<file path="config.mk">
export PLATFORM = sky130hd
export DESIGN_NAME = artnet_dmx_packet_parser_flat
export DESIGN_NICKNAME = d
export VERILOG_FILES = /design/src/hdl/adp_pkg.sv /design/src/hdl/adp_if.sv /design/src/hdl/artnet_dmx_packet_parser.sv /design/src/hdl/adp_core.sv /design/src/flat_wrapper.sv
export SDC_FILE = /design/constraint.sdc
export NUM_CORES = 1
export LEC_CHECK = 0
export BUFFER_PORTS_ARGS = -buffer_cell sky130_fd_sc_hd__buf_2
export CAP_MARGIN = 20
export CORE_MARGIN = 4
export CORE_UTILIZATION = 30
export CTS_CLUSTER_DIAMETER = 40
export DETAILED_ROUTE_END_ITERATION = 10
export PLACE_DENSITY_LB_ADDON = 0.12
export SLEW_MARGIN = 20
export SYNTH_ARGS = -nofsm -noshare
export SYNTH_HDL_FRONTEND = slang
export SYNTH_SLANG_ARGS = --single-unit
</file>
<file path="constraint.sdc">
create_clock -name clk -period 3.6 [get_ports clk]
set_input_delay 0.54 -clock clk [delete_from_list [all_inputs] [get_ports clk]]
set_output_delay 0.54 -clock clk [all_outputs]
set_load 0.05 [all_outputs]
</file>
<file path="src/hdl/adp_pkg.sv">
`timescale 1ns / 1ps
`default_nettype none
// ----------------------------------------------------------------------------
// Art-Net DMX parser package
// Shared sizes, result codes, the result struct and the small lookup
// functions used by the parser core and the top level.
// ----------------------------------------------------------------------------
package adp_pkg;

  // Datagram bytes beyond this cap are ignored.
  localparam int MAX_PACKET_BYTES = 600;
  localparam int IDX_W            = 10;
  localparam logic [IDX_W-1:0] CAP_IDX      = IDX_W'(MAX_PACKET_BYTES);
  localparam logic [IDX_W-1:0] CAP_LAST_IDX = IDX_W'(MAX_PACKET_BYTES - 1);

  // Header layout.
  localparam logic [IDX_W-1:0] HEADER_BYTES   = IDX_W'(8);
  localparam logic [IDX_W-1:0] IDX_OPCODE_LO  = IDX_W'(8);
  localparam logic [IDX_W-1:0] IDX_OPCODE_HI  = IDX_W'(9);
  localparam logic [IDX_W-1:0] IDX_UNIV_LO    = IDX_W'(14);
  localparam logic [IDX_W-1:0] IDX_UNIV_HI    = IDX_W'(15);
  localparam logic [IDX_W-1:0] IDX_LEN_HI     = IDX_W'(16);
  localparam logic [IDX_W-1:0] IDX_LEN_LO     = IDX_W'(17);
  localparam logic [IDX_W-1:0] DATA_START     = IDX_W'(18);
  localparam logic [IDX_W-1:0] POLL_MIN_BYTES = IDX_W'(14);

  // Opcodes.
  localparam logic [15:0] OPCODE_POLL = 16'h2000;
  localparam logic [15:0] OPCODE_DMX  = 16'h5000;

  // Result item kinds.
  localparam logic [1:0] KIND_FRAME_START = 2'd0;
  localparam logic [1:0] KIND_DATA        = 2'd1;
  localparam logic [1:0] KIND_POLL_REPLY  = 2'd2;

  // Output port codes.
  localparam logic [1:0] PORT_FIRST  = 2'd0;
  localparam logic [1:0] PORT_SECOND = 2'd1;
  localparam logic [1:0] PORT_NONE   = 2'd2;

  // One result item.
  typedef struct packed {
    logic [1:0]  item_kind;
    logic [1:0]  port;
    logic [15:0] universe;
    logic [7:0]  out_byte;
    logic        last;
  } adp_result_t;

  // Expected signature byte: "Art-Net" followed by a zero byte.
  function automatic logic [7:0] sig_byte(input logic [2:0] pos);
    logic [7:0] b;
    unique case (pos)
      3'd0:    b = 8'h41;  // A
      3'd1:    b = 8'h72;  // r
      3'd2:    b = 8'h74;  // t
      3'd3:    b = 8'h2D;  // -
      3'd4:    b = 8'h4E;  // N
      3'd5:    b = 8'h65;  // e
      3'd6:    b = 8'h74;  // t
      default: b = 8'h00;
    endcase
    return b;
  endfunction

  // Universe 1 drives the first output, universe 2 the second.
  function automatic logic [1:0] port_of(input logic [15:0] uni);
    logic [1:0] p;
    priority if (uni == 16'd1) begin
      p = PORT_FIRST;
    end else if (uni == 16'd2) begin
      p = PORT_SECOND;
    end else begin
      p = PORT_NONE;
    end
    return p;
  endfunction

endpackage
`default_nettype wire

</file>
<file path="src/hdl/adp_if.sv">
`timescale 1ns / 1ps
`default_nettype none
// ----------------------------------------------------------------------------
// Art-Net DMX parser channel interfaces
// Valid/ready channels for datagram bytes in and parsed items out.
// ----------------------------------------------------------------------------
interface adp_in_if;
  logic       valid;
  logic       ready;
  logic [7:0] data_byte;
  logic       end_of_datagram;

  modport source (output valid, output data_byte, output end_of_datagram, input ready);
  modport sink   (input valid, input data_byte, input end_of_datagram, output ready);
endinterface

interface adp_out_if;
  logic        valid;
  logic        ready;
  logic [1:0]  item_kind;
  logic [1:0]  port;
  logic [15:0] universe;
  logic [7:0]  out_byte;
  logic        last;

  modport source (output valid, output item_kind, output port, output universe,
                  output out_byte, output last, input ready);
  modport sink   (input valid, input item_kind, input port, input universe,
                  input out_byte, input last, output ready);
endinterface
`default_nettype wire

</file>
<file path="src/hdl/artnet_dmx_packet_parser.sv">
`timescale 1ns / 1ps
`default_nettype none
// ----------------------------------------------------------------------------
// Art-Net DMX packet parser
// Parses a received datagram, one byte per transaction, into DMX frame
// items and poll reply requests.
// ----------------------------------------------------------------------------
// Usage:
//   in_chan carries one datagram byte per transaction, with end_of_datagram
//   set on the final byte. out_chan carries result items: a frame start at
//   byte 17 of an ArtDmx datagram, one item per DMX data byte, and a poll
//   reply request at the end of an ArtPoll datagram. Most bytes (header,
//   ignored or capped bytes) produce no item.
//   A byte taken from in_chan is loaded into the input register; from there
//   it passes through the parse logic into the output register, which
//   drives out_chan.
//   Throughput: one byte per clock. The parse state update is a single short
//   compare-and-select step, so the input register drains every cycle that
//   the output register is free or being taken.
//   Reset (rst_n low, synchronous) empties both registers and returns the
//   parser to the start of a datagram.
//   When the receiver stalls, the output item holds; one more byte is taken
//   into the input register, then in_chan.ready drops until out_chan moves.
// ----------------------------------------------------------------------------
module artnet_dmx_packet_parser (
  input  wire        clk,
  input  wire        rst_n,
  adp_in_if.sink     in_chan,
  adp_out_if.source  out_chan
);
  import adp_pkg::*;

  logic        s1_valid_r;
  logic [7:0]  s1_byte_r;
  logic        s1_eod_r;
  logic        out_valid_r;
  adp_result_t out_item_r;

  logic        advance;
  logic        emit;
  adp_result_t result;

  // The input register moves on whenever the output register can take a result.
  assign advance       = s1_valid_r && (!out_valid_r || out_chan.ready);
  assign in_chan.ready = !s1_valid_r || advance;

  // Input register.
  always_ff @(posedge clk) begin
    if (!rst_n) begin
      s1_valid_r <= 1'b0;
    end else if (in_chan.ready) begin
      s1_valid_r <= in_chan.valid;
    end
  end

  always_ff @(posedge clk) begin
    if (in_chan.valid && in_chan.ready) begin
      s1_byte_r <= in_chan.data_byte;
      s1_eod_r  <= in_chan.end_of_datagram;
    end
  end

  adp_core u_core (
    .clk             (clk),
    .rst_n           (rst_n),
    .step            (advance),
    .data_byte       (s1_byte_r),
    .end_of_datagram (s1_eod_r),
    .emit            (emit),
    .result          (result)
  );

  // Output register.
  always_ff @(posedge clk) begin
    if (!rst_n) begin
      out_valid_r <= 1'b0;
    end else if (advance) begin
      out_valid_r <= emit;
    end else if (out_chan.ready) begin
      out_valid_r <= 1'b0;
    end
  end

  always_ff @(posedge clk) begin
    if (advance && emit) begin
      out_item_r <= result;
    end
  end

  assign out_chan.valid     = out_valid_r;
  assign out_chan.item_kind = out_item_r.item_kind;
  assign out_chan.port      = out_item_r.port;
  assign out_chan.universe  = out_item_r.universe;
  assign out_chan.out_byte  = out_item_r.out_byte;
  assign out_chan.last      = out_item_r.last;

endmodule
`default_nettype wire

</file>
<file path="src/hdl/adp_core.sv">
`timescale 1ns / 1ps
`default_nettype none
// ----------------------------------------------------------------------------
// Art-Net DMX parser core
// Holds the per-datagram parse state and decides, for each byte stepped
// through it, whether a result item is produced and what it holds.
// ----------------------------------------------------------------------------
module adp_core (
  input  wire                  clk,
  input  wire                  rst_n,
  input  wire                  step,
  input  wire [7:0]            data_byte,
  input  wire                  end_of_datagram,
  output logic                 emit,
  output adp_pkg::adp_result_t result
);
  import adp_pkg::*;

  logic [IDX_W-1:0] byte_index_r, byte_index_nxt;
  logic             header_good_r, header_good_nxt;
  logic [15:0]      opcode_r, opcode_nxt;
  logic [15:0]      universe_r, universe_nxt;
  logic [15:0]      declared_length_r, declared_length_nxt;
  logic [IDX_W-1:0] data_count_r, data_count_nxt;
  logic             frame_closed_r, frame_closed_nxt;

  logic             in_range;
  logic             at_cap;
  logic             is_dmx;
  logic             end_of_frame;
  logic [IDX_W-1:0] idx_post;
  logic [IDX_W-1:0] dc_inc;

  // Decode of the current byte against the parse state.
  always_comb begin
    in_range = (byte_index_r < CAP_IDX);
    at_cap   = (byte_index_r == CAP_LAST_IDX);
    is_dmx   = header_good_r && (opcode_r == OPCODE_DMX);
    dc_inc   = data_count_r + IDX_W'(1);
    idx_post = in_range ? (byte_index_r + IDX_W'(1)) : byte_index_r;
    end_of_frame = end_of_datagram || at_cap ||
                   ((declared_length_r != 16'd0) &&
                    ({{(16-IDX_W){1'b0}}, dc_inc} == declared_length_r));

    byte_index_nxt      = byte_index_r;
    header_good_nxt     = header_good_r;
    opcode_nxt          = opcode_r;
    universe_nxt        = universe_r;
    declared_length_nxt = declared_length_r;
    data_count_nxt      = data_count_r;
    frame_closed_nxt    = frame_closed_r;

    emit               = 1'b0;
    result.item_kind   = KIND_POLL_REPLY;
    result.port        = PORT_NONE;
    result.universe    = 16'd0;
    result.out_byte    = 8'd0;
    result.last        = 1'b1;

    // Field capture and frame items for bytes inside the cap.
    if (in_range) begin
      priority if (byte_index_r < HEADER_BYTES) begin
        if (data_byte != sig_byte(byte_index_r[2:0])) begin
          header_good_nxt = 1'b0;
        end
      end else if (byte_index_r == IDX_OPCODE_LO) begin
        opcode_nxt[7:0] = data_byte;
      end else if (byte_index_r == IDX_OPCODE_HI) begin
        opcode_nxt[15:8] = data_byte;
      end else if (byte_index_r == IDX_UNIV_LO) begin
        universe_nxt[7:0] = data_byte;
      end else if (byte_index_r == IDX_UNIV_HI) begin
        universe_nxt[15:8] = data_byte;
      end else if (byte_index_r == IDX_LEN_HI) begin
        declared_length_nxt[15:8] = data_byte;
      end else if (byte_index_r == IDX_LEN_LO) begin
        declared_length_nxt[7:0] = data_byte;
        if (is_dmx) begin
          emit             = 1'b1;
          result.item_kind = KIND_FRAME_START;
          result.port      = port_of(universe_r);
          result.universe  = universe_r;
          result.out_byte  = 8'd0;
          result.last      = end_of_datagram || at_cap;
          if (end_of_datagram || at_cap) begin
            frame_closed_nxt = 1'b1;
          end
        end
      end else if (byte_index_r >= DATA_START) begin
        if (is_dmx && !frame_closed_r) begin
          emit             = 1'b1;
          result.item_kind = KIND_DATA;
          result.port      = port_of(universe_r);
          result.universe  = universe_r;
          result.out_byte  = data_byte;
          result.last      = end_of_frame;
          data_count_nxt   = dc_inc;
          if (end_of_frame) begin
            frame_closed_nxt = 1'b1;
          end
        end
      end else begin
        // Bytes 10 to 13 carry nothing this block uses.
      end
      byte_index_nxt = idx_post;
    end

    // The end of the datagram may raise a poll reply request, then clears state.
    if (end_of_datagram) begin
      if (header_good_r && (opcode_r == OPCODE_POLL) &&
          (idx_post >= POLL_MIN_BYTES) && !emit) begin
        emit             = 1'b1;
        result.item_kind = KIND_POLL_REPLY;
        result.port      = PORT_NONE;
        result.universe  = 16'd0;
        result.out_byte  = 8'd0;
        result.last      = 1'b1;
      end
      byte_index_nxt      = '0;
      header_good_nxt     = 1'b1;
      opcode_nxt          = 16'd0;
      universe_nxt        = 16'd0;
      declared_length_nxt = 16'd0;
      data_count_nxt      = '0;
      frame_closed_nxt    = 1'b0;
    end
  end

  // Parse state advances once per stepped byte.
  always_ff @(posedge clk) begin
    if (!rst_n) begin
      byte_index_r      <= '0;
      header_good_r     <= 1'b1;
      opcode_r          <= 16'd0;
      universe_r        <= 16'd0;
      declared_length_r <= 16'd0;
      data_count_r      <= '0;
      frame_closed_r    <= 1'b0;
    end else if (step) begin
      byte_index_r      <= byte_index_nxt;
      header_good_r     <= header_good_nxt;
      opcode_r          <= opcode_nxt;
      universe_r        <= universe_nxt;
      declared_length_r <= declared_length_nxt;
      data_count_r      <= data_count_nxt;
      frame_closed_r    <= frame_closed_nxt;
    end
  end

endmodule
`default_nettype wire

</file>
<file path="src/flat_wrapper.sv">
// flat-port wrapper written by rule: the top's interface ports become plain ports
module artnet_dmx_packet_parser_flat import adp_pkg::*;
  (clk, rst_n, in_chan_valid, in_chan_data_byte, in_chan_end_of_datagram, in_chan_ready, out_chan_valid, out_chan_item_kind, out_chan_port, out_chan_universe, out_chan_out_byte, out_chan_last, out_chan_ready);
  adp_in_if in_chan_i ();
  adp_out_if out_chan_i ();
  input  wire clk;
  input  wire rst_n;
  input wire logic [$bits(in_chan_i.valid)-1:0] in_chan_valid;
  input wire logic [$bits(in_chan_i.data_byte)-1:0] in_chan_data_byte;
  input wire logic [$bits(in_chan_i.end_of_datagram)-1:0] in_chan_end_of_datagram;
  output wire logic [$bits(in_chan_i.ready)-1:0] in_chan_ready;
  output wire logic [$bits(out_chan_i.valid)-1:0] out_chan_valid;
  output wire logic [$bits(out_chan_i.item_kind)-1:0] out_chan_item_kind;
  output wire logic [$bits(out_chan_i.port)-1:0] out_chan_port;
  output wire logic [$bits(out_chan_i.universe)-1:0] out_chan_universe;
  output wire logic [$bits(out_chan_i.out_byte)-1:0] out_chan_out_byte;
  output wire logic [$bits(out_chan_i.last)-1:0] out_chan_last;
  input wire logic [$bits(out_chan_i.ready)-1:0] out_chan_ready;
  assign in_chan_i.valid = in_chan_valid;
  assign in_chan_i.data_byte = in_chan_data_byte;
  assign in_chan_i.end_of_datagram = in_chan_end_of_datagram;
  assign in_chan_ready = in_chan_i.ready;
  assign out_chan_valid = out_chan_i.valid;
  assign out_chan_item_kind = out_chan_i.item_kind;
  assign out_chan_port = out_chan_i.port;
  assign out_chan_universe = out_chan_i.universe;
  assign out_chan_out_byte = out_chan_i.out_byte;
  assign out_chan_last = out_chan_i.last;
  assign out_chan_i.ready = out_chan_ready;
  artnet_dmx_packet_parser u_core (.clk(clk), .rst_n(rst_n), .in_chan(in_chan_i), .out_chan(out_chan_i));
endmodule
</file>
==> run summary, run 1 <==
SYNTHESIS
-------------------------------------------------------------------------------------------------
Warnings, synthesis                                                                             0
Synth Area per Inst                                                                      9.61 um2
Predominant post-synthesis flop cell                                                 sky130_fd_sc_hd__dfxtp_1
Flip-flop and latch count after synthesis                                                     110
Instance count of the mapped netlist                                                          595
Async set-reset flop share out of synthesis                                                    0%
Post-synthesis share of cell area spent on and, or, nand and nor gates                      25.0%
Part of the Yosys area used for sequential elements                                         45.2%
Combinational family with the most area after synthesis                              simple AND/OR/NAND/NOR gates
Post-synth net total                                                                          614
Area share of xor/xnor cells in the synthesized design                                      2.30%
Synth Area in Adders                                                                        1.31%
Compound-cell area share of the yosys netlist                                               14.2%
Fraction of synthesized area in multiplexers                                                8.05%
Post-synthesis cell area                                                                 5720 um2
Number of distinct library cell variants in the gate-level netlist after synthesis             66
Number of synthesized flops with an enable pin                                                 38

DRT
-------------------------------------------------------------------------------------------------
Via count of the routed design                                                               4354
Post-detailed-routing wire length                                                         14.5 mm
Antenna viol nets, final                                                                        0
Detailed-routing iteration count for the pre-antenna-repair pass                                5
Number of vias per cell                                                                      5.07
Final routed wire length divided by cell count                                            16.9 um
1st-iter DRT viols                                                                            326
Number of remaining DRC errors                                                                  0

LAYOUT
-------------------------------------------------------------------------------------------------
Synth-to-layout area growth                                                                 12.2%
Number of nets in the layout                                                                  639
Fill cell count                                                                              1901
Count of antenna diodes in the layout                                                           0
Core Util, Final                                                                            34.3%
Layout cell share with drive strength beyond 1                                              12.8%
Non-Filler Cell Area, Final                                                              6420 um2
Final Non-Filler Cells                                                                        859

TIMING
-------------------------------------------------------------------------------------------------
Number of setup violations in the final report                                                  0
Final hold slack                                                                         0.358 ns
Post-route setup TNS                                                                         0 ns
Final Hold Vio Count                                                                            0
Highest clock rate                                                                        344 MHz
Slew at the pin closest to its max-slew limit                                            0.599 ns
Unrepaired setup endpoints after global routing                                                no
Slew HR                                                                                     59.8%
Clock period minus worst slack                                                            2.90 ns
Fraction of the cycle the final worst path needs                                            80.6%
Clock skew                                                                             0.00712 ns
Max-slew violation count                                                                        0
Worst path setup slack after routing                                                     0.697 ns

CLOCK NETWORK
-------------------------------------------------------------------------------------------------
Clock Sinks                                                                                   110
Maximum clock path buffer count                                                                 2
CTS H-Tree Depth                                                                                3
Clock tree from TritonCTS                                                                   built
Clock root buffer                                                                    sky130_fd_sc_hd__clkbuf_16
Number of gates resized after CTS                                                               0
Number of clock buffers inserted by TritonCTS                                                   9
Setup Buffers After CTS                                                                         0
Post-CTS Hold Fix Bufs                                                                          0
Register clock-pin slew on the reported worst setup and hold paths                        0.08 ns
Worst-Skew Late Latency                                                                   0.36 ns

POWER AND IR DROP
-------------------------------------------------------------------------------------------------
Leakage power of the design                                                               2.50 nW
Overall power after layout                                                                2.49 mW
Power per unit of standard cell area                                                   388 nW/um2
Highest ir drop seen on vdd                                                            0.000181 V
Combinational power share                                                                    4.9%
Part of the power in the clock network                                                      42.5%
Fraction of power consumed by sequential logic                                              52.6%
Switching power total                                                                      594 uW
Switching Share                                                                             23.9%
Internal Power                                                                            1.89 mW

SETUP PATH
-------------------------------------------------------------------------------------------------
Critical Path Start                                                                  u_core.u_core.byte_index_r[1]
Stage delay of the slowest cell on the critical path                                      0.50 ns
Series of cell instances along the critical path                                     inv_1, ha_1, o21bai_1, a21oi_1, o21ai_0, o211a_1, nor2_1, nor2_2, buf_4
Worst R2R Setup Slack                                                                     0.70 ns
R2R cell count                                                                                  9
Arrival time of the worst setup path                                                      2.92 ns
Critical Path RT                                                                          3.62 ns
CP top delay family                                                                  compound AO/OA/AOI/OAI gates
Worst setup EP type                                                                      register
Maximum fanout encountered on the critical timing path                                         29
Destination of the worst register-to-register timing path                            u_core.out_chan.out_byte[2]
Critical path endpoint                                                               u_core.out_chan.out_byte[2]
Number of buffers and inverters on the critical path                                            2
Worst setup path category                                                                 reg2reg
RR Startpoint                                                                        u_core.u_core.byte_index_r[1]
Slowest library cell on the worst path                                               sky130_fd_sc_hd__dfxtp_1
Critical Path Start Type                                                                 register
Cell count along the critical path                                                              9

PLACE
-------------------------------------------------------------------------------------------------
PortBufs                                                                                       43
Final weighted congestion in routability-driven placement                                   0.840
Dpl cell area                                                                            6100 um2
Total half-perimeter wirelength after legalization and detailed placement                 10.5 mm
Total placed cells including tap cells                                                        843
Placement-stage worst setup slack                                                        0.725 ns

RUN STATUS
-------------------------------------------------------------------------------------------------
Status                                                                               finished clean

HOLD PATH
-------------------------------------------------------------------------------------------------
Min-delay worst type                                                                       in2reg
Cell count of the worst hold path                                                               1

FLOORPLANNING
-------------------------------------------------------------------------------------------------
Effective utilization at floorplan                                                          30.6%
Number of placement rows                                                                       50
Die Wd                                                                                     146 um
Area enclosed by the die boundary                                                       21300 um2
Die span in y                                                                              146 um
Standard cell core area                                                                 18700 um2
IO Count                                                                                       44

GLOBAL ROUTING
-------------------------------------------------------------------------------------------------
Vias in the first global route                                                               4158
Largest net degree at the start of global routing                                              37
GRT Residual Overflow                                                                           0
Wire length of the first global-routing pass                                              23.5 mm
All-layer global routing usage                                                              13.7%
Number of antenna violations at the first check in global routing                               0

RUN
-------------------------------------------------------------------------------------------------
Max Cap Viol                                                                                    0

flip-flops by register name, indices dropped and copies added (netlist names):
register                         count
u_core.out_chan.universe            16
u_core.u_core.declared_length_r     16
u_core.u_core.opcode_r              16
u_core.u_core.universe_r            16
u_core.u_core.byte_index_r          10
u_core.u_core.data_count_r          10
u_core.out_chan.out_byte             8
u_core.s1_byte_r                     8
u_core.out_chan.item_kind            2
u_core.out_chan.port                 2
u_core.out_chan.last                 1
u_core.out_chan.valid                1
u_core.s1_eod_r                      1
u_core.s1_valid_r                    1
u_core.u_core.frame_closed_r         1
u_core.u_core.header_good_r          1
cell families after synthesis:
family,Yosys count
AO/OA/AOI/OAI,117
XOR/XNOR,15
adder cells (fa/ha/maj),6
buffers and inverters,48
flip-flops,110
multiplexers,46
AND/OR/NAND/NOR,253
layout by cell type, fill, tap and decap left out, types with 3 or more instances in the layout:
master	instances
sky130_fd_sc_hd__o211ai_1	3
sky130_fd_sc_hd__dfxtp_1	72
sky130_fd_sc_hd__a32oi_1	4
sky130_fd_sc_hd__xor2_1	5
sky130_fd_sc_hd__nor3_1	11
sky130_fd_sc_hd__nor4_1	13
sky130_fd_sc_hd__o31ai_1	3
sky130_fd_sc_hd__a32o_1	3
sky130_fd_sc_hd__a22oi_1	7
sky130_fd_sc_hd__a211oi_1	4
sky130_fd_sc_hd__clkbuf_16	9
sky130_fd_sc_hd__and2b_1	8
sky130_fd_sc_hd__o21ai_2	3
sky130_fd_sc_hd__nand2_1	36
sky130_fd_sc_hd__nand4_1	9
sky130_fd_sc_hd__o21a_1	5
sky130_fd_sc_hd__inv_1	12
sky130_fd_sc_hd__nor2b_1	46
sky130_fd_sc_hd__buf_2	43
sky130_fd_sc_hd__a21o_1	4
sky130_fd_sc_hd__o22ai_1	5
sky130_fd_sc_hd__o21ai_0	28
sky130_fd_sc_hd__and2_1	44
sky130_fd_sc_hd__ha_1	6
sky130_fd_sc_hd__buf_4	7
sky130_fd_sc_hd__a21oi_1	17
sky130_fd_sc_hd__and3_1	7
sky130_fd_sc_hd__a31oi_1	8
sky130_fd_sc_hd__edfxtp_1	38
sky130_fd_sc_hd__nor2_1	36
sky130_fd_sc_hd__nand3_1	14
sky130_fd_sc_hd__xnor2_1	10
sky130_fd_sc_hd__or4_1	5
sky130_fd_sc_hd__nand2b_1	8
sky130_fd_sc_hd__mux2i_1	46
how the worst min path moves through the flow:
stage,from,end,slack (ns)
after floorplan,u_core.u_core.header_good_r,u_core.u_core.header_good_r,0.45
after global placement,u_core.u_core.data_count_r[9],u_core.u_core.data_count_r[9],0.50
after detailed placement,u_core.u_core.data_count_r[1],u_core.u_core.data_count_r[1],0.50
after CTS,in_chan_data_byte[6],u_core.s1_byte_r[6],0.35
after global routing,in_chan_data_byte[7],u_core.s1_byte_r[7],0.34
final,in_chan_data_byte[4],u_core.s1_byte_r[4],0.36
worst register-to-register path, cell delays in order (launching register included):
cell                       delay (ns)
sky130_fd_sc_hd__dfxtp_1         0.50
sky130_fd_sc_hd__inv_1           0.13
sky130_fd_sc_hd__ha_1            0.30
sky130_fd_sc_hd__o21bai_1        0.45
sky130_fd_sc_hd__a21oi_1         0.13
sky130_fd_sc_hd__o21ai_0         0.31
sky130_fd_sc_hd__o211a_1         0.23
sky130_fd_sc_hd__nor2_1          0.05
sky130_fd_sc_hd__nor2_2          0.10
sky130_fd_sc_hd__buf_4           0.35
Yosys cell counts, types with 4 or more instances:
| cell type | number | area [um2] |
|---|---|---|
| sky130_fd_sc_hd__xnor2_1 | 10 | 87.6 |
| sky130_fd_sc_hd__nand3_1 | 14 | 70.1 |
| sky130_fd_sc_hd__a22oi_1 | 7 | 52.6 |
| sky130_fd_sc_hd__and2b_1 | 8 | 60.1 |
| sky130_fd_sc_hd__mux2i_1 | 46 | 460 |
| sky130_fd_sc_hd__a21o_1 | 4 | 30.0 |
| sky130_fd_sc_hd__buf_2 | 7 | 35.0 |
| sky130_fd_sc_hd__inv_1 | 12 | 45.0 |
| sky130_fd_sc_hd__xor2_1 | 5 | 43.8 |
| sky130_fd_sc_hd__nand2_1 | 36 | 135 |
| sky130_fd_sc_hd__o21ai_0 | 28 | 140 |
| sky130_fd_sc_hd__buf_6 | 5 | 56.3 |
| sky130_fd_sc_hd__nand2b_1 | 8 | 50.1 |
| sky130_fd_sc_hd__nor3_1 | 11 | 55.1 |
| sky130_fd_sc_hd__clkbuf_1 | 24 | 90.1 |
| sky130_fd_sc_hd__nor4_1 | 13 | 81.3 |
| sky130_fd_sc_hd__a31oi_1 | 8 | 50.1 |
| sky130_fd_sc_hd__o21a_1 | 5 | 37.5 |
| sky130_fd_sc_hd__a21oi_1 | 17 | 85.1 |
| sky130_fd_sc_hd__ha_1 | 6 | 75.1 |
| sky130_fd_sc_hd__nand4_1 | 9 | 56.3 |
| sky130_fd_sc_hd__nor2_1 | 37 | 139 |
| sky130_fd_sc_hd__or4_1 | 5 | 37.5 |
| sky130_fd_sc_hd__o22ai_1 | 5 | 31.3 |
| sky130_fd_sc_hd__nor2b_1 | 46 | 288 |
| sky130_fd_sc_hd__and2_1 | 44 | 275 |
| sky130_fd_sc_hd__a32oi_1 | 4 | 35.0 |
| sky130_fd_sc_hd__dfxtp_1 | 72 | 1440 |
| sky130_fd_sc_hd__and3_1 | 7 | 43.8 |
| sky130_fd_sc_hd__edfxtp_1 | 38 | 1140 |
| sky130_fd_sc_hd__a211oi_1 | 4 | 30.0 |
power by group through the flow:
| stage | Sequential [mW] | Clock [mW] | Combinational, mW |
|---|---|---|---|
| final | 1.31 | 1.06 | 0.123 |
| after CTS | 1.31 | 1.09 | 0.125 |
| after floorplan | 1.33 | 0 | 0.0865 |
| after detailed placement | 1.34 | 0 | 0.124 |
| after global routing | 1.31 | 1.14 | 0.135 |
| after global placement | 1.34 | 0 | 0.124 |
layout make-up:
cell class / instances / area, um2 / share of cell area (%)
Clock buffer: 9 / 225 / 3.51
Tap cell: 234 / 293 / 4.56
Timing Repair Buffer: 50 / 268 / 4.17
Sequential cell: 110 / 2580 / 40.2
Inverter: 12 / 45.0 / 0.702
Multi-Input combinational cell: 437 / 2910 / 45.4
Clock inverter: 7 / 92.6 / 1.44
metal layers:
metal / vias up / part of all wire (%) / track usage (%)
met1: 2055 / 49 / 18.8
li1: 2205 / - / -
met2: 80 / 46 / 22.3
met5: - / 0 / 0
met4: 0 / 1.5 / 4.47
met3: 14 / 3.2 / 1.99
No activity file was read; power rests on OpenSTA's default activity.
==> inputs of run 2 (changes only) <==
Settings changed: ABC_AREA set to 1.
Clock period 3.6 ns to 2.9 ns, I/O delays scaled along.
==> run 2 against run 1 <==
  * Global-route usage grew 0.35 points
  * Synthesized cell count increased by 24%
  * Clock-buffer cell count is 3 higher
  * Core utilization is 0.89 points higher
  * Critical path depth rose by 3
  * Sequential power rose by 26%
  * Critical path type unchanged
  * Largest cell class is now registers
==> run summary, run 2 <==
LAYOUT
-------------------------------------------------------------------------------------------------
Synth-to-layout area growth                                                                 14.0%
Top library cells by usage in the layout, fill and taps aside                        sky130_fd_sc_hd__nand2_1 (186), sky130_fd_sc_hd__inv_1 (88), sky130_fd_sc_hd__nor2_1 (87), sky130_fd_sc_hd__dfxtp_1 (72), sky130_fd_sc_hd__a21oi_1 (59)
Count of antenna diodes in the layout                                                           0   unchanged
Number of nets in the layout                                                                  802   +26%
Core Util, Final                                                                            35.2%   +0.89 points
Most common cell after layout, fill and taps aside                                   sky130_fd_sc_hd__nand2_1
Layout cell share with drive strength beyond 1                                              15.5%   +2.7 points

CLOCK NETWORK
-------------------------------------------------------------------------------------------------
Clock tree from TritonCTS                                                                   built
Setup Buffers After CTS                                                                         0   unchanged
CTS H-Tree Depth                                                                                3   unchanged
Number of clock buffers inserted by TritonCTS                                                   9   unchanged
Number of gates resized after CTS                                                               0   unchanged
Clock Sinks                                                                                   110   unchanged
Maximum clock path buffer count                                                                 2   unchanged
Clock root buffer                                                                    sky130_fd_sc_hd__clkbuf_16
Register clock-pin slew on the reported worst setup and hold paths                        0.07 ns   about the same
Worst-Skew Late Latency                                                                   0.35 ns   about the same
Post-CTS Hold Fix Bufs                                                                          0   unchanged

SYNTHESIS
-------------------------------------------------------------------------------------------------
Synth Area per Inst                                                                      7.60 um2   -21%
Predominant post-synthesis flop cell                                                 sky130_fd_sc_hd__dfxtp_1
Warnings, synthesis                                                                             0   unchanged
Number of distinct library cell variants in the gate-level netlist after synthesis             47   -29%
Top cell types by occurrence after synthesis                                         sky130_fd_sc_hd__nand2_1 (186), sky130_fd_sc_hd__inv_1 (89), sky130_fd_sc_hd__nor2_1 (87)
Instance count of the mapped netlist                                                          740   +24%
Flip-flop and latch count after synthesis                                                     110   unchanged
Part of the Yosys area used for sequential elements                                         45.9%   +0.78 points
Post-synth net total                                                                          759   +24%
Top cell type's share of synthesized area                                                   25.6%   +0.44 points
Cell type with the largest total area after synthesis                                sky130_fd_sc_hd__dfxtp_1
Most repeated cell in the gate-level netlist after synthesis                         sky130_fd_sc_hd__nand2_1
Async set-reset flop share out of synthesis                                                    0%   unchanged
Post-synthesis cell area                                                                 5620 um2   -1.7%
Leading post-synthesis cells by cell area                                            sky130_fd_sc_hd__dfxtp_1 (26%), sky130_fd_sc_hd__edfxtp_1 (20%), sky130_fd_sc_hd__nand2_1 (12%)
Number of synthesized flops with an enable pin                                                 38   unchanged

GLOBAL ROUTING
-------------------------------------------------------------------------------------------------
All-layer global routing usage                                                              14.0%   +0.35 points
Largest net degree at the start of global routing                                              31   -16%
Wire length of the first global-routing pass                                              23.2 mm   -1.5%
Number of antenna violations at the first check in global routing                               0   unchanged
Vias in the first global route                                                               4549   +9.4%
GRT Residual Overflow                                                                           0   unchanged

POWER AND IR DROP
-------------------------------------------------------------------------------------------------
Power per unit of standard cell area                                                   514 nW/um2   +33%
Highest ir drop seen on vdd                                                            0.000267 V   +47%
Overall power after layout                                                                3.30 mW   +33%
Leakage power of the design                                                               2.73 nW   +9.2%

TIMING
-------------------------------------------------------------------------------------------------
Clock period minus worst slack                                                            2.66 ns   -0.243 ns
Max-slew violation count                                                                        0   unchanged
Fraction of the cycle the final worst path needs                                            91.7%   +11 points
Post-route setup TNS                                                                         0 ns   unchanged
Slew HR                                                                                     54.4%   -5.4 points
Final hold slack                                                                         0.259 ns   -0.0997 ns
Highest clock rate                                                                        376 MHz   +9.2%
Clock skew                                                                             0.00731 ns   +0.000192 ns
Worst path setup slack after routing                                                     0.240 ns   -0.457 ns
Number of setup violations in the final report                                                  0   unchanged
Final Hold Vio Count                                                                            0   unchanged
Slew at the pin closest to its max-slew limit                                            0.682 ns   +0.0829 ns
Unrepaired setup endpoints after global routing                                                no

SETUP PATH
-------------------------------------------------------------------------------------------------
R2R cell count                                                                                 12   +3
Worst setup path category                                                                 reg2reg
Arrival time of the worst setup path                                                      2.70 ns   -0.22 ns
Maximum fanout encountered on the critical timing path                                         20   -31%
Critical Path RT                                                                          2.94 ns   -0.68 ns
Worst setup EP type                                                                      register
Critical Path Start Type                                                                 register

RUN
-------------------------------------------------------------------------------------------------
Max Cap Viol                                                                                    0   unchanged

DRT
-------------------------------------------------------------------------------------------------
Post-detailed-routing wire length                                                         14.0 mm   -3.3%
Final routed wire length divided by cell count                                            13.8 um   -18%
Number of vias per cell                                                                      4.59   -9.4%
Detailed-routing iteration count for the pre-antenna-repair pass                                4   -1
Via count of the routed design                                                               4669   +7.2%
1st-iter DRT viols                                                                            296   -9.2%
Number of remaining DRC errors                                                                  0   unchanged
Antenna viol nets, final                                                                        0   unchanged

PLACE
-------------------------------------------------------------------------------------------------
Total half-perimeter wirelength after legalization and detailed placement                 10.5 mm   +0.25%
PortBufs                                                                                       43   unchanged
Final weighted congestion in routability-driven placement                                   0.870   +3.6%
Placement-stage worst setup slack                                                        0.227 ns   -0.498 ns

FLOORPLANNING
-------------------------------------------------------------------------------------------------
Die span in y                                                                              145 um   -0.81%
Standard cell core area                                                                 18200 um2   -2.7%
Area enclosed by the die boundary                                                       21000 um2   -1.6%
Die Wd                                                                                     145 um   -0.81%
Number of placement rows                                                                       49   -2.0%
IO Count                                                                                       44   unchanged
Effective utilization at floorplan                                                          30.9%   +0.30 points

RUN STATUS
-------------------------------------------------------------------------------------------------
Status                                                                               finished clean

HOLD PATH
-------------------------------------------------------------------------------------------------
Min-delay worst type                                                                       in2reg
Cell count of the worst hold path                                                               1   unchanged

==> run 2: logic make-up (layout without fill, tap and decap cells) <==
group | Yosys count | after routing | synth area share, %
flip-flops | 110 | 110 | 45.9
buffers and inverters | 119 | 167 | 8.90
AND/OR/NAND/NOR | 382 | 382 | 31.1
XOR/XNOR | 8 | 8 | 1.25
adder cells (fa/ha/maj) | 6 | 6 | 1.34
AO/OA/AOI/OAI | 115 | 115 | 11.5
==> run 2: worst max-delay path: stages (launching register included) <==
cell	delay, ns
sky130_fd_sc_hd__dfxtp_1	0.50
sky130_fd_sc_hd__inv_1	0.12
sky130_fd_sc_hd__ha_1	0.23
sky130_fd_sc_hd__nand2_1	0.11
sky130_fd_sc_hd__inv_1	0.08
sky130_fd_sc_hd__nand2_1	0.15
sky130_fd_sc_hd__nand2_2	0.11
sky130_fd_sc_hd__nor3b_4	0.36
sky130_fd_sc_hd__nand2_4	0.18
sky130_fd_sc_hd__nand2_1	0.11
sky130_fd_sc_hd__nand2_1	0.07
sky130_fd_sc_hd__inv_1	0.08
sky130_fd_sc_hd__buf_4	0.25
==> run 2: power by group <==
group	total, mW	switching, mW	internal, mW	leakage (nW)
Clock	1.40	0.559	0.836	0.168
Combinational	0.249	0.170	0.0783	1.57
Sequential	1.65	0.0297	1.62	0.992
==> run 2: per-layer routing <==
metal / part of all wire [%] / routed length [um] / track usage (%)
met2: 46 / 6420 / 22.6
met1: 50 / 7050 / 19.3
met5: 0 / 0 / 0
met3: 3.3 / 460 / 2.66
met4: 0.56 / 78 / 3.73
==> run 2: final timing paths <==
kind                                       from  slack [ns]                           end
hold / removal             in_chan_data_byte[0]        0.26           u_core.s1_byte_r[0]
setup reg to reg  u_core.u_core.byte_index_r[1]        0.24  u_core.out_chan.item_kind[1]
hold reg to reg       u_core.u_core.opcode_r[7]        0.47     u_core.u_core.opcode_r[7]
setup / recovery  u_core.u_core.byte_index_r[1]        0.24  u_core.out_chan.item_kind[1]
==> run 2: final cells by class <==
type | instances | area (um2)
clock buffer | 12 | 268
clock inverter | 4 | 73.8
fill | 1885 | 11800
inverter | 98 | 372
multi-input combinational | 511 | 2540
sequential | 110 | 2580
tap | 229 | 287
timing repair buffer | 53 | 290
==> run 2: through the flow <==
step | instances | instance area (um2)
finish | 1017 | 6410
global placement | 1001 | 6070
floorplan | 740 | 5620
detailed placement | 1001 | 6070
global route | 1017 | 6410
CTS | 1017 | 6410
==> inputs of run 3 (changes only) <==
Settings changed: PLACE_DENSITY set to 0.57, PLACE_DENSITY_LB_ADDON 0.12 to not set.
Clock period 2.9 ns to 2.6 ns, I/O delays scaled along.
==> run 3 against run 2 <==
  * Core utilization is the same
  * Non-clock buffer count is 3 higher
  * Sequential cell count unchanged
  * Sequential power up 12%
  * Cell count is 0.29% higher
  * Largest power group unchanged
==> run summary, run 3 (synthesis results as in run 2) <==
CLOCK NETWORK
----------------------------------------------------------------------------------------
Maximum clock path buffer count                                                        2   unchanged
Post-CTS Hold Fix Bufs                                                                 0   unchanged
Clock root buffer                                                           sky130_fd_sc_hd__clkbuf_16
Worst-Skew Late Latency                                                          0.36 ns   about the same
CTS H-Tree Depth                                                                       3   unchanged
Register clock-pin slew on the reported worst setup and hold paths               0.08 ns   about the same
Setup Buffers After CTS                                                                0   unchanged
Number of clock buffers inserted by TritonCTS                                          9   unchanged
Clock Sinks                                                                          110   unchanged
Clock tree from TritonCTS                                                          built

FLOORPLANNING
----------------------------------------------------------------------------------------
Die span in y                                                                     145 um   unchanged
Standard cell core area                                                        18200 um2   unchanged
IO Count                                                                              44   unchanged
Effective utilization at floorplan                                                 30.9%   unchanged
Number of placement rows                                                              49   unchanged
Die Wd                                                                            145 um   unchanged
Area enclosed by the die boundary                                              21000 um2   unchanged

TIMING
----------------------------------------------------------------------------------------
Final hold slack                                                                0.204 ns   -0.0544 ns
Number of setup violations in the final report                                         0   unchanged
Slew at the pin closest to its max-slew limit                                   0.595 ns   -0.0871 ns
Fraction of the cycle the final worst path needs                                   90.4%   -1.3 points
Post-route setup TNS                                                                0 ns   unchanged
Final Hold Vio Count                                                                   0   unchanged
Clock period minus worst slack                                                   2.35 ns   -0.309 ns
Slew HR                                                                            60.2%   +5.8 points
Worst path setup slack after routing                                            0.250 ns   +0.00939 ns
Max-slew violation count                                                               0   unchanged
Clock skew                                                                     0.0106 ns   +0.00333 ns
Unrepaired setup endpoints after global routing                                       no
Highest clock rate                                                               425 MHz   +13%

RUN STATUS
----------------------------------------------------------------------------------------
Status                                                                      finished clean

GLOBAL ROUTING
----------------------------------------------------------------------------------------
Largest net degree at the start of global routing                                     32   +3.2%
Vias in the first global route                                                      4518   -0.68%
Wire length of the first global-routing pass                                     22.4 mm   -3.3%
Number of antenna violations at the first check in global routing                      0   unchanged
All-layer global routing usage                                                     13.4%   -0.61 points
GRT Residual Overflow                                                                  0   unchanged

DRT
----------------------------------------------------------------------------------------
Detailed-routing iteration count for the pre-antenna-repair pass                       8   +4
Number of remaining DRC errors                                                         0   unchanged
Final routed wire length divided by cell count                                   12.9 um   -6.0%
Post-detailed-routing wire length                                                13.2 mm   -5.7%
Number of vias per cell                                                             4.58   -0.23%
1st-iter DRT viols                                                                   325   +9.8%
Antenna viol nets, final                                                               0   unchanged
Via count of the routed design                                                      4672   +0.064%

LAYOUT
----------------------------------------------------------------------------------------
Top library cells by usage in the layout, fill and taps aside               sky130_fd_sc_hd__nand2_1 (186), sky130_fd_sc_hd__inv_1 (88), sky130_fd_sc_hd__nor2_1 (87), sky130_fd_sc_hd__dfxtp_1 (68), sky130_fd_sc_hd__a21oi_1 (59)
Most common cell after layout, fill and taps aside                          sky130_fd_sc_hd__nand2_1
Number of nets in the layout                                                         805   +0.37%
Layout cell share with drive strength beyond 1                                     16.7%   +1.2 points
Synth-to-layout area growth                                                        14.0%   unchanged
Count of antenna diodes in the layout                                                  0   unchanged

SETUP PATH
----------------------------------------------------------------------------------------
Critical Path Start Type                                                        register
RR Startpoint                                                               u_core.u_core.byte_index_r[7]
Worst setup path category                                                        reg2reg
Destination of the worst register-to-register timing path                   u_core.out_chan.out_byte[0]
Series of cell instances along the critical path                            o21ai_2, nand2_4, o21ai_0, nand2_1, nand2_1, inv_1, nand3_1, nand2_2, nand2_1, nand2_1, clkinvlp_4, buf_4
Number of buffers and inverters on the critical path                                   3   -1
Worst setup EP type                                                             register
CP top delay family                                                         simple AND/OR/NAND/NOR gates
Critical Path RT                                                                 2.67 ns   -0.27 ns
Stage delay of the slowest cell on the critical path                             0.40 ns   -0.10 ns
Slowest library cell on the worst path                                      sky130_fd_sc_hd__dfxtp_1
Maximum fanout encountered on the critical timing path                                 9   -55%
Worst R2R Setup Slack                                                            0.25 ns   about the same
Critical Path Most Common Cell                                              sky130_fd_sc_hd__nand2_1
Critical Path Start                                                         u_core.u_core.byte_index_r[7]
Arrival time of the worst setup path                                             2.42 ns   -0.28 ns
R2R cell count                                                                        12   unchanged

HOLD PATH
----------------------------------------------------------------------------------------
Hold path start                                                             in_chan_data_byte[4]
Worst hold endpoint                                                         u_core.s1_byte_r[4]
Min-delay worst type                                                              in2reg
Cell count of the worst hold path                                                      1   unchanged

POWER AND IR DROP
----------------------------------------------------------------------------------------
Leakage power of the design                                                      2.72 nW   -0.44%
Highest ir drop seen on vdd                                                   0.000263 V   -1.5%
Power per unit of standard cell area                                          544 nW/um2   +5.8%

PLACE
----------------------------------------------------------------------------------------
PortBufs                                                                              43   unchanged
Total half-perimeter wirelength after legalization and detailed placement        9.82 mm   -6.8%
Placement-stage worst setup slack                                               0.113 ns   -0.113 ns
Final weighted congestion in routability-driven placement                          0.896   +2.9%

RUN
----------------------------------------------------------------------------------------
Max Cap Viol                                                                           0   unchanged

[run 3: cell types whose count changed in the layout (fill, tap and decap cells not counted), moves of 2 or more]
cell and delta:
sky130_fd_sc_hd__dfxtp_2 +4, sky130_fd_sc_hd__clkinv_4 +2, sky130_fd_sc_hd__bufinv_16 -2, sky130_fd_sc_hd__dfxtp_1 -4
sky130_fd_sc_hd__buf_4 +2
[run 3: timing repair]
item / 4_1_cts / 5_1_grt
hold endpoints to repair: 0 / 0
gates resized for setup: 0 / 5
endpoints found under the setup margin: 0 / 29
[run 3: per-layer routing]
metal / wire [um] / GRT usage [%] / up-vias
met5: 0 / 0 / -
met4: 235 / 5.40 / 0
met3: 467 / 2.20 / 16
met2: 6020 / 22.0 / 75
met1: 6480 / 17.7 / 2089
li1: - / - / 2492
[run 3: worst max path at each step]
stage | slack [ns] | depth (start not counted) | end
after detailed placement | 0.11 | 13 | u_core.out_chan.out_byte[3]
after CTS | 0.08 | 13 | u_core.out_chan.out_byte[6]
final | 0.25 | 12 | u_core.out_chan.out_byte[0]
after global routing | 0.005 | 14 | u_core.out_chan.out_byte[7]
after floorplan | 0.20 | 11 | u_core.out_chan.item_kind[0]
after global placement | 0.22 | 13 | u_core.out_chan.out_byte[4]
[run 3: layout make-up]
cell class	instances	area (um2)
clock inverter	6	56.3
multi-input combinational	511	2540
fill	1908	11800
tap	229	287
inverter	98	375
sequential	110	2590
timing repair buffer	56	325
clock buffer	10	239
[run 3: report_power, final]
group,switching [mW],total [mW],internal (mW)
clock network,0.680,1.37,0.694
logic,0.184,0.270,0.0860
registers,0.0333,1.85,1.81
total,0.897,3.49,2.59
[run 3: stage by stage]
stage	cells	power (mW)	utilization (%)	cell area [um2]
floorplan	740	2.08	-	5630
global placement	1004	2.16	33.5	6110
detailed placement	1004	2.16	33.5	6110
CTS	1020	3.53	35.2	6400
global route	1020	3.63	35.2	6410
finish	1020	3.49	35.2	6410
